### config.mk
export PLATFORM = sky130hd
export DESIGN_NAME = block_covariance_accumulator_top
export DESIGN_NICKNAME = d
export VERILOG_FILES = /design/src/rtl/core/bca_pkg.sv /design/src/rtl/core/bca_ctrl.sv /design/src/rtl/core/bca_dpath.sv /design/src/rtl/core/block_covariance_accumulator_top.sv
export SDC_FILE = /design/constraint.sdc
export NUM_CORES = 2
export LEC_CHECK = 0
export BUFFER_PORTS_ARGS = -buffer_cell sky130_fd_sc_hd__buf_2
export CAP_MARGIN = 30
export CORE_MARGIN = 2
export CORE_UTILIZATION = 25
export CTS_CLUSTER_DIAMETER = 60
export DETAILED_ROUTE_END_ITERATION = 7
export MAX_ROUTING_LAYER = met4
export PLACE_DENSITY = 0.48
export SLEW_MARGIN = 20
export SYNTH_ARGS = -nofsm -noshare
export SYNTH_HDL_FRONTEND = slang
export SYNTH_SLANG_ARGS = --single-unit
### constraint.sdc
create_clock -name clk -period 8.95 [get_ports clk]
set_clock_uncertainty 0.1 [all_clocks]
set_input_delay 0.4475 -clock clk [delete_from_list [all_inputs] [get_ports clk]]
set_output_delay 0.4475 -clock clk [all_outputs]
set_load 0.01 [all_outputs]
### src/rtl/core/bca_pkg.sv
// ============================================================================
// Block covariance accumulator package
// Shared widths, register indexes and controller/datapath interface types.
// ============================================================================
package bca_pkg;

    localparam int CHANNELS       = 3;
    localparam int CH_W           = 8;
    localparam int PIX_W          = CHANNELS * CH_W;
    localparam int CFG_W          = 5;
    localparam int CFG_IDX_W      = 2;
    // window item count: product of two clamped register values
    localparam int TGT_W          = 2 * CFG_W;
    // signed channel difference and product of two differences
    localparam int DIFF_W         = CH_W + 1;
    localparam int PROD_W         = 2 * DIFF_W;

    localparam int DEF_MAX_WINDOW = 16;
    localparam int DEF_LANES      = 3;

    localparam logic [CFG_IDX_W-1:0] CFG_WIDTH_IDX  = 2'd0;
    localparam logic [CFG_IDX_W-1:0] CFG_HEIGHT_IDX = 2'd1;
    localparam logic [CFG_W-1:0]     CFG_RESET_SIZE = 5'd8;

    // controller -> datapath
    typedef struct packed {
        logic acc;        // add the beat to the sums, count it
        logic div_load;   // last beat of window: load divider, clear sums
        logic div_step;   // one quotient bit per lane
        logic out_load;   // move quotients to the output register
    } cmd_t;

    // datapath -> controller
    typedef struct packed {
        logic close;      // the beat on the input completes the window
        logic div_last;   // divider is on its final step
        logic out_free;   // output register can take a result this cycle
    } sts_t;

endpackage

### src/rtl/core/bca_ctrl.sv
// ============================================================================
// Block covariance accumulator controller
// Sequences accumulation, the shared divide and the result hand-off.
// ============================================================================
module bca_ctrl
(
    input  logic          clk,
    input  logic          rst_n,
    input  logic          in_valid,
    output logic          in_stall,
    input  bca_pkg::sts_t sts,
    output bca_pkg::cmd_t cmd
);

    localparam logic [1:0] ST_ACC  = 2'd0;
    localparam logic [1:0] ST_DIV  = 2'd1;
    localparam logic [1:0] ST_HOLD = 2'd2;

    logic [1:0] state_reg;
    logic [1:0] state_next;

    always_comb
    begin
        state_next   = state_reg;
        cmd          = '0;
        in_stall     = 1'b1;
        case (state_reg)
            ST_ACC:
            begin
                in_stall = 1'b0;
                if (in_valid)
                begin
                    if (sts.close)
                    begin
                        cmd.div_load = 1'b1;
                        state_next   = ST_DIV;
                    end
                    else
                    begin
                        cmd.acc = 1'b1;
                    end
                end
            end
            ST_DIV:
            begin
                cmd.div_step = 1'b1;
                if (sts.div_last)
                begin
                    state_next = ST_HOLD;
                end
            end
            ST_HOLD:
            begin
                // wait for the output register to drain
                if (sts.out_free)
                begin
                    cmd.out_load = 1'b1;
                    state_next   = ST_ACC;
                end
            end
            default:
            begin
                state_next = ST_ACC;
            end
        endcase
    end

    always_ff @(posedge clk or negedge rst_n)
    begin
        if (!rst_n)
        begin
            state_reg <= ST_ACC;
        end
        else
        begin
            state_reg <= state_next;
        end
    end

    a_div_to_hold: assert property (@(posedge clk) disable iff (!rst_n)
        (state_reg == ST_DIV && sts.div_last) |=> (state_reg == ST_HOLD))
        else $error("divider finish did not move to result hold");

    a_no_accept_busy: assert property (@(posedge clk) disable iff (!rst_n)
        (state_reg != ST_ACC) |-> (!cmd.acc && !cmd.div_load))
        else $error("beat taken while divider busy");

    a_stall_busy: assert property (@(posedge clk) disable iff (!rst_n)
        (state_reg != ST_ACC) |-> in_stall)
        else $error("input open while divider busy");

endmodule

### src/rtl/core/bca_dpath.sv
// ============================================================================
// Block covariance accumulator datapath
// Window registers, per-lane product sums, bit-serial divider, output register.
// ============================================================================
module bca_dpath
#(
    parameter int MAX_WINDOW = bca_pkg::DEF_MAX_WINDOW,
    parameter int LANES      = bca_pkg::DEF_LANES
)
(
    input  logic                                           clk,
    input  logic                                           rst_n,
    input  logic                                           cfg_we,
    input  logic [bca_pkg::CFG_IDX_W-1:0]                  cfg_index,
    input  logic [bca_pkg::CFG_W-1:0]                      cfg_data,
    input  logic [bca_pkg::PIX_W-1:0]                      pixel_a,
    input  logic [bca_pkg::PIX_W-1:0]                      pixel_b,
    input  logic [bca_pkg::PIX_W-1:0]                      mean_a,
    input  logic [bca_pkg::PIX_W-1:0]                      mean_b,
    input  logic                                           out_stall,
    output logic                                           out_valid,
    output wire  [bca_pkg::CHANNELS-1:0][bca_pkg::CH_W-1:0] cov,
    input  bca_pkg::cmd_t                                  cmd,
    output bca_pkg::sts_t                                  sts
);

    localparam int SUM_W   = bca_pkg::PROD_W + $clog2(MAX_WINDOW * MAX_WINDOW);
    localparam int MAG_W   = SUM_W - 1;
    // a window shrunk mid-way can leave a quotient as wide as the sum magnitude
    localparam int Q_STEPS = MAG_W;
    localparam int STEP_W  = $clog2(Q_STEPS);
    localparam int DSH_W   = MAG_W + bca_pkg::TGT_W - 1;
    localparam int CW      = bca_pkg::CH_W;

    logic [bca_pkg::CFG_W-1:0]  width_reg;
    logic [bca_pkg::CFG_W-1:0]  height_reg;
    logic [bca_pkg::TGT_W-1:0]  target;
    logic [bca_pkg::TGT_W-1:0]  seen_reg;
    logic [bca_pkg::TGT_W-1:0]  seen_plus;
    logic [STEP_W-1:0]          step_reg;
    logic [DSH_W-1:0]           dsh_reg;
    logic                       out_valid_reg;

    function automatic logic [bca_pkg::CFG_W-1:0] eff_size(input logic [bca_pkg::CFG_W-1:0] v);
        logic [bca_pkg::CFG_W-1:0] r;
        r = v;
        if (v == '0)
        begin
            r = bca_pkg::CFG_W'(1);
        end
        else if (32'(v) > MAX_WINDOW)
        begin
            r = bca_pkg::CFG_W'(MAX_WINDOW);
        end
        return r;
    endfunction

    always_ff @(posedge clk or negedge rst_n)
    begin
        if (!rst_n)
        begin
            width_reg  <= bca_pkg::CFG_RESET_SIZE;
            height_reg <= bca_pkg::CFG_RESET_SIZE;
        end
        else if (cfg_we)
        begin
            if (cfg_index == bca_pkg::CFG_WIDTH_IDX)
            begin
                width_reg <= cfg_data;
            end
            else if (cfg_index == bca_pkg::CFG_HEIGHT_IDX)
            begin
                height_reg <= cfg_data;
            end
        end
    end

    assign target    = {{bca_pkg::CFG_W{1'b0}}, eff_size(width_reg)}
                     * {{bca_pkg::CFG_W{1'b0}}, eff_size(height_reg)};
    assign seen_plus = seen_reg + bca_pkg::TGT_W'(1);

    assign sts.close    = (seen_plus >= target);
    assign sts.div_last = (step_reg == STEP_W'(Q_STEPS - 1));
    assign sts.out_free = !out_valid_reg || !out_stall;

    always_ff @(posedge clk or negedge rst_n)
    begin
        if (!rst_n)
        begin
            seen_reg <= '0;
            step_reg <= '0;
        end
        else
        begin
            if (cmd.div_load)
            begin
                seen_reg <= '0;
                step_reg <= '0;
            end
            else
            begin
                if (cmd.acc)
                begin
                    seen_reg <= seen_plus;
                end
                if (cmd.div_step)
                begin
                    step_reg <= step_reg + STEP_W'(1);
                end
            end
        end
    end

    // shared divisor, starts at target aligned to the top quotient bit
    always_ff @(posedge clk)
    begin
        if (cmd.div_load)
        begin
            dsh_reg <= {{(DSH_W - bca_pkg::TGT_W){1'b0}}, target} << (Q_STEPS - 1);
        end
        else if (cmd.div_step)
        begin
            dsh_reg <= dsh_reg >> 1;
        end
    end

    for (genvar k = 0; k < bca_pkg::CHANNELS; k++)
    begin : g_lane
        if (k < LANES)
        begin : g_on
            logic signed [bca_pkg::DIFF_W-1:0] da;
            logic signed [bca_pkg::DIFF_W-1:0] db;
            logic signed [bca_pkg::PROD_W-1:0] prod;
            logic signed [SUM_W-1:0]           sum_reg;
            logic signed [SUM_W-1:0]           sum_next;
            logic signed [SUM_W-1:0]           sum_neg;
            logic [MAG_W-1:0]                  mag;
            logic [MAG_W-1:0]                  rem_reg;
            logic [CW-1:0]                     q_reg;
            logic                              neg_reg;
            logic                              ge;
            logic [CW-1:0]                     cov_reg;

            always_comb
            begin
                da       = $signed({1'b0, pixel_a[CW*k +: CW]})
                         - $signed({1'b0, mean_a[CW*k +: CW]});
                db       = $signed({1'b0, pixel_b[CW*k +: CW]})
                         - $signed({1'b0, mean_b[CW*k +: CW]});
                prod     = da * db;
                sum_next = sum_reg
                         + {{(SUM_W - bca_pkg::PROD_W){prod[bca_pkg::PROD_W-1]}}, prod};
                sum_neg  = -sum_next;
                mag      = sum_next[SUM_W-1] ? sum_neg[MAG_W-1:0] : sum_next[MAG_W-1:0];
                ge       = ({{(DSH_W - MAG_W){1'b0}}, rem_reg} >= dsh_reg);
            end

            always_ff @(posedge clk or negedge rst_n)
            begin
                if (!rst_n)
                begin
                    sum_reg <= '0;
                end
                else if (cmd.div_load)
                begin
                    sum_reg <= '0;
                end
                else if (cmd.acc)
                begin
                    sum_reg <= sum_next;
                end
            end

            // restoring divide on the magnitude, keep the low quotient byte
            always_ff @(posedge clk)
            begin
                if (cmd.div_load)
                begin
                    rem_reg <= mag;
                    neg_reg <= sum_next[SUM_W-1];
                    q_reg   <= '0;
                end
                else if (cmd.div_step)
                begin
                    if (ge)
                    begin
                        rem_reg <= rem_reg - dsh_reg[MAG_W-1:0];
                    end
                    q_reg <= {q_reg[CW-2:0], ge};
                end
            end

            always_ff @(posedge clk)
            begin
                if (cmd.out_load)
                begin
                    cov_reg <= neg_reg ? (~q_reg + CW'(1)) : q_reg;
                end
            end

            assign cov[k] = cov_reg;
        end
        else
        begin : g_off
            assign cov[k] = '0;
        end
    end

    always_ff @(posedge clk or negedge rst_n)
    begin
        if (!rst_n)
        begin
            out_valid_reg <= 1'b0;
        end
        else if (cmd.out_load)
        begin
            out_valid_reg <= 1'b1;
        end
        else if (!out_stall)
        begin
            out_valid_reg <= 1'b0;
        end
    end

    assign out_valid = out_valid_reg;

    a_no_overwrite: assert property (@(posedge clk) disable iff (!rst_n)
        cmd.out_load |-> (!out_valid_reg || !out_stall))
        else $error("pending result overwritten");

    a_window_clear: assert property (@(posedge clk) disable iff (!rst_n)
        cmd.div_load |=> (seen_reg == '0 && step_reg == '0))
        else $error("window count not cleared at close");

    a_out_hold: assert property (@(posedge clk) disable iff (!rst_n)
        (out_valid_reg && out_stall) |=> (out_valid_reg && $stable(cov)))
        else $error("stalled result changed");

endmodule

### src/rtl/core/block_covariance_accumulator_top.sv
// ============================================================================
// Block covariance accumulator
// Local-window covariance of two 3-channel images, one result per window.
// ============================================================================
//
//  channel | handshake          | payload
//  --------+--------------------+------------------------------------------
//  in      | in_valid/in_stall  | pixel_a, pixel_b, mean_a, mean_b (24 b)
//  out     | out_valid/out_stall| cov_ch0, cov_ch1, cov_ch2 (8 b each)
//  cfg     | cfg_we             | cfg_index (0 width, 1 height), cfg_data
//
//  One beat per cycle while a window fills: each lane does a 9x9 signed
//  multiply and adds into its sum in the same cycle.
//  The beat that completes the window starts the shared bit-serial divider:
//  one step per magnitude bit of the sum, 25 bits with the default 16x16
//  maximum window (one quotient bit per lane per cycle), then the quotients
//  are handed to the output register once it is free. in_stall is high from
//  the last beat of a window until that hand-off. A waiting result does
//  not block the next window from filling; only the hand-off of a second
//  window's quotients waits while the result is still stalled.
//  Reset clears sums, counts and handshake state; window sizes return to 8.
//
// ============================================================================
module block_covariance_accumulator_top
#(
    parameter int MAX_WINDOW = bca_pkg::DEF_MAX_WINDOW,
    parameter int LANES      = bca_pkg::DEF_LANES
)
(
    input  logic                          clk,
    input  logic                          rst_n,
    // configuration write port
    input  logic                          cfg_we,
    input  logic [bca_pkg::CFG_IDX_W-1:0] cfg_index,
    input  logic [bca_pkg::CFG_W-1:0]     cfg_data,
    // pixel pair channel
    input  logic                          in_valid,
    output logic                          in_stall,
    input  logic [bca_pkg::PIX_W-1:0]     pixel_a,
    input  logic [bca_pkg::PIX_W-1:0]     pixel_b,
    input  logic [bca_pkg::PIX_W-1:0]     mean_a,
    input  logic [bca_pkg::PIX_W-1:0]     mean_b,
    // covariance result channel
    output logic                          out_valid,
    input  logic                          out_stall,
    output logic [bca_pkg::CH_W-1:0]      cov_ch0,
    output logic [bca_pkg::CH_W-1:0]      cov_ch1,
    output logic [bca_pkg::CH_W-1:0]      cov_ch2
);

    bca_pkg::cmd_t cmd;
    bca_pkg::sts_t sts;
    wire [bca_pkg::CHANNELS-1:0][bca_pkg::CH_W-1:0] cov;

    // sequence: accumulate, divide, hold for the output register
    bca_ctrl u_ctrl
    (
        .clk      (clk),
        .rst_n    (rst_n),
        .in_valid (in_valid),
        .in_stall (in_stall),
        .sts      (sts),
        .cmd      (cmd)
    );

    // sums, window count, divider and result register
    bca_dpath
    #(
        .MAX_WINDOW (MAX_WINDOW),
        .LANES      (LANES)
    )
    u_dpath
    (
        .clk       (clk),
        .rst_n     (rst_n),
        .cfg_we    (cfg_we),
        .cfg_index (cfg_index),
        .cfg_data  (cfg_data),
        .pixel_a   (pixel_a),
        .pixel_b   (pixel_b),
        .mean_a    (mean_a),
        .mean_b    (mean_b),
        .out_stall (out_stall),
        .out_valid (out_valid),
        .cov       (cov),
        .cmd       (cmd),
        .sts       (sts)
    );

    // unpack lanes onto the per-channel result ports
    assign cov_ch0 = cov[0];
    assign cov_ch1 = cov[1];
    assign cov_ch2 = cov[2];

endmodule
==> qor.txt <==
Worst Tran Pin Value: 0.876 ns
max cap viols: 0
via count of the first global-routing pass: 27076
floorplan die height: 361 um
CTS sink cnt: 266
async set-reset flop share out of synthesis: 39.8%
cell type contributing the most total cell area after synthesis: fa_1
total half-perimeter wirelength after legalization and detailed placement: 68700 um
clock transition at the register clock pins on the worst setup and hold paths after CTS: 0.06 ns
number of input and output port buffers inserted: 133
routability congestion estimate: 0.872
sequential element share of the synthesized area: 21.9%
Crit-path slowest cell: fa_1
CP Class: primary input to register
register bit count reported by yosys: 266
stage delay of the slowest cell on the critical path: 0.57 ns
horizontal die dimension: 361 um
Critical path buffers and inverters: 6
Post-Syn Instances: 3691
detailed router's first-iteration violation count: 1553
max FFs per register: 78
initial antenna violation count: 0
final cell count without fillers: 5914
combined global-route utilization of all metal layers: 13.4%
number of antenna repair diodes: 0
Fmax achieved: 0.117 GHz
kind of start point of the critical path: primary input
most used cells in the layout excluding fill and tap cells: inv_1, buf_4, nand2_1, ha_1, nor2_1
kind of cell adding the most delay to the critical path: adder cells
EDFF count, synth: 112
Root Buffer Master: clkbuf_16
CTS buffer count: 44
area share of the leading cell type in the synthesized netlist: 14.7%
final routed wirelength across all metal layers: 86300 um
most frequent standard cell in the layout excluding fill and tap cells: inv_1
Post-Place Cells: 5801
maximum fanout along the worst path: 9
Die ar.: 0.131 mm2
Setup crit end kind: register
post-synth cell types: 95
detailed-route via count: 27221
Top-Level Pins: 134
Remaining DRCs: 0
final number of setup-violating endpoints: 0
post-detailed-route via-to-cell ratio: 4.60
number of search-and-repair iterations in the first detailed-routing pass: 6
leading post-synthesis cells by cell area: fa_1, ha_1, edfxtp_1
number of max-slew violations in the final report: 0
share of cells above drive strength 1: 19.9%
Clock Path Buffers: 3
CP most frequent cell: fa_1
Max-Slew Margin vs Limit: 41.6%
setup TNS after final layout: 0 ns
Final Critical Period: 8.57 ns
number of hold violations in the final report: 0
count of nets after finishing: 4911
antenna-violating nets left: 0
first-pass GRT wire length: 142000 um
Critical Path AT: 8.92 ns
placeable core region: 0.127 mm2
total number of placement rows: 131
required time of the critical path: 9.30 ns
cell area after technology mapping: 0.0319 mm2
final-layout fill cell count: 13477
post-synthesis net count: 4385
most used flip-flop cell after synthesis: edfxtp_1
post-DR wirelength/cell: 14.6 um
final worst-path cycle share: 95.8%
effective utilization at floorplan: 25.1%
class of the worst hold path: primary input to register
run status: finished clean
TritonCTS clock tree: built
Synth Warn #: 0
average size of a mapped cell: 8.65 um2
leftover overflow at the end of global routing: 0
Skew-Pair Late Insertion Delay: 0.58 ns
P&R area growth vs syn: 26.1%
total number of H-tree levels: 2
pin count of the biggest net entering global routing: 79
## tightest hold or removal path, cell delays in order
cell and delay (ns):
buf_2 0.11, nand2_1 0.07, nand2_1 0.05
## cells by family (layout without fill, tap and decap cells)
logic type                 count (synthesis)  count (layout)  synth area share, %
and+or+nand+nor                         1119            1119                 16.4
AOI/OAI and AO/OA                        856             856                 17.4
adders and majority gates                586             586                 28.5
buffers and inverters                    529            1089                 6.23
xor gates and xnor gates                 303             304                 8.48
DFF                                      266             266                 21.9
muxes                                     32              32                 1.09
## metal layers
metal | part of all wire, % | track usage [%] | up-vias | routed length [um]
met2 | 46 | 21.8 | 402 | 39800
met1 | 49 | 18.3 | 12974 | 42300
li1 | - | - | 13753 | -
met4 | 1.8 | 2.73 | 0 | 1550
met5 | 0 | - | - | 0
met3 | 3.0 | 1.12 | 92 | 2610
## path summary, 6_finish.rpt
| check | cells past startpoint | end | startpoint | slack [ns] |
|---|---|---|---|---|
| min in group asynchronous | 2 | u_dpath.width_reg[4] | rst_n | 0.37 |
| hold / removal | 3 | u_dpath.out_valid | out_stall | 0.04 |
| hold reg to reg | 2 | u_dpath.dsh_reg[16] | u_dpath.dsh_reg[17] | 0.36 |
| max in group asynchronous | 3 | u_dpath.g_lane[0].g_on.sum_reg[15] | rst_n | 7.01 |
| setup / recovery | 38 | u_dpath.g_lane[1].g_on.rem_reg[23] | pixel_b[9] | 0.38 |
| setup reg to reg | 19 | u_dpath.g_lane[1].g_on.rem_reg[4] | u_dpath.height_reg[4] | 2.13 |
## metrics by stage
stage	utilization, %	instance area (um2)	hold WS, ns	setup slack (ns)
after global routing	31.7	40300	0.0324	-0.0620
final	31.7	40300	0.0380	0.377
after detailed placement	29.7	37800	0.358	-0.628
after global placement	29.7	37800	0.352	-0.509
after CTS	30.9	39300	0.00230	0.0429
after floorplan	-	32300	0.0519	-0.0619
## what timing repair did
item | in CTS | in global routing
setup endpoints to repair | 6 | 68
buffers inserted | 0 | 20
hold buffers | 6 | 0
hold endpoints to repair | 54 | 0
gates resized for setup | 1 | 149
pin swaps | 0 | 106
cloned | 0 | 4
## cell usage after synthesis (45+ instances only)
cell type	instances
xnor2_1	189
o31ai_1	65
dfrtp_1	104
ha_1	352
nand3_1	54
xor2_1	110
dfxtp_1	48
edfxtp_1	112
nor2b_1	45
o21a_1	46
nor2_1	289
nand2_1	401
clkbuf_1	79
fa_1	234
o21ai_0	163
inv_1	436
a21oi_1	253
nor3_1	70
a21o_1	99
nand2b_1	80
## cell type report
| cell class | instances | area (um2) | area share [%] |
|---|---|---|---|
| multi-input cells | 2897 | 24000 | 59.6 |
| flip-flops and latches | 266 | 6980 | 17.3 |
| clock inverters | 19 | 199 | 0.494 |
| inverters | 437 | 1660 | 4.11 |
| well taps | 1662 | 2080 | 5.16 |
| repair buffers | 571 | 4110 | 10.2 |
| clock buffers | 62 | 1230 | 3.05 |
Power is not shown: default switching activity piles up to over one toggle a cycle in this logic, so the estimate is an artifact.
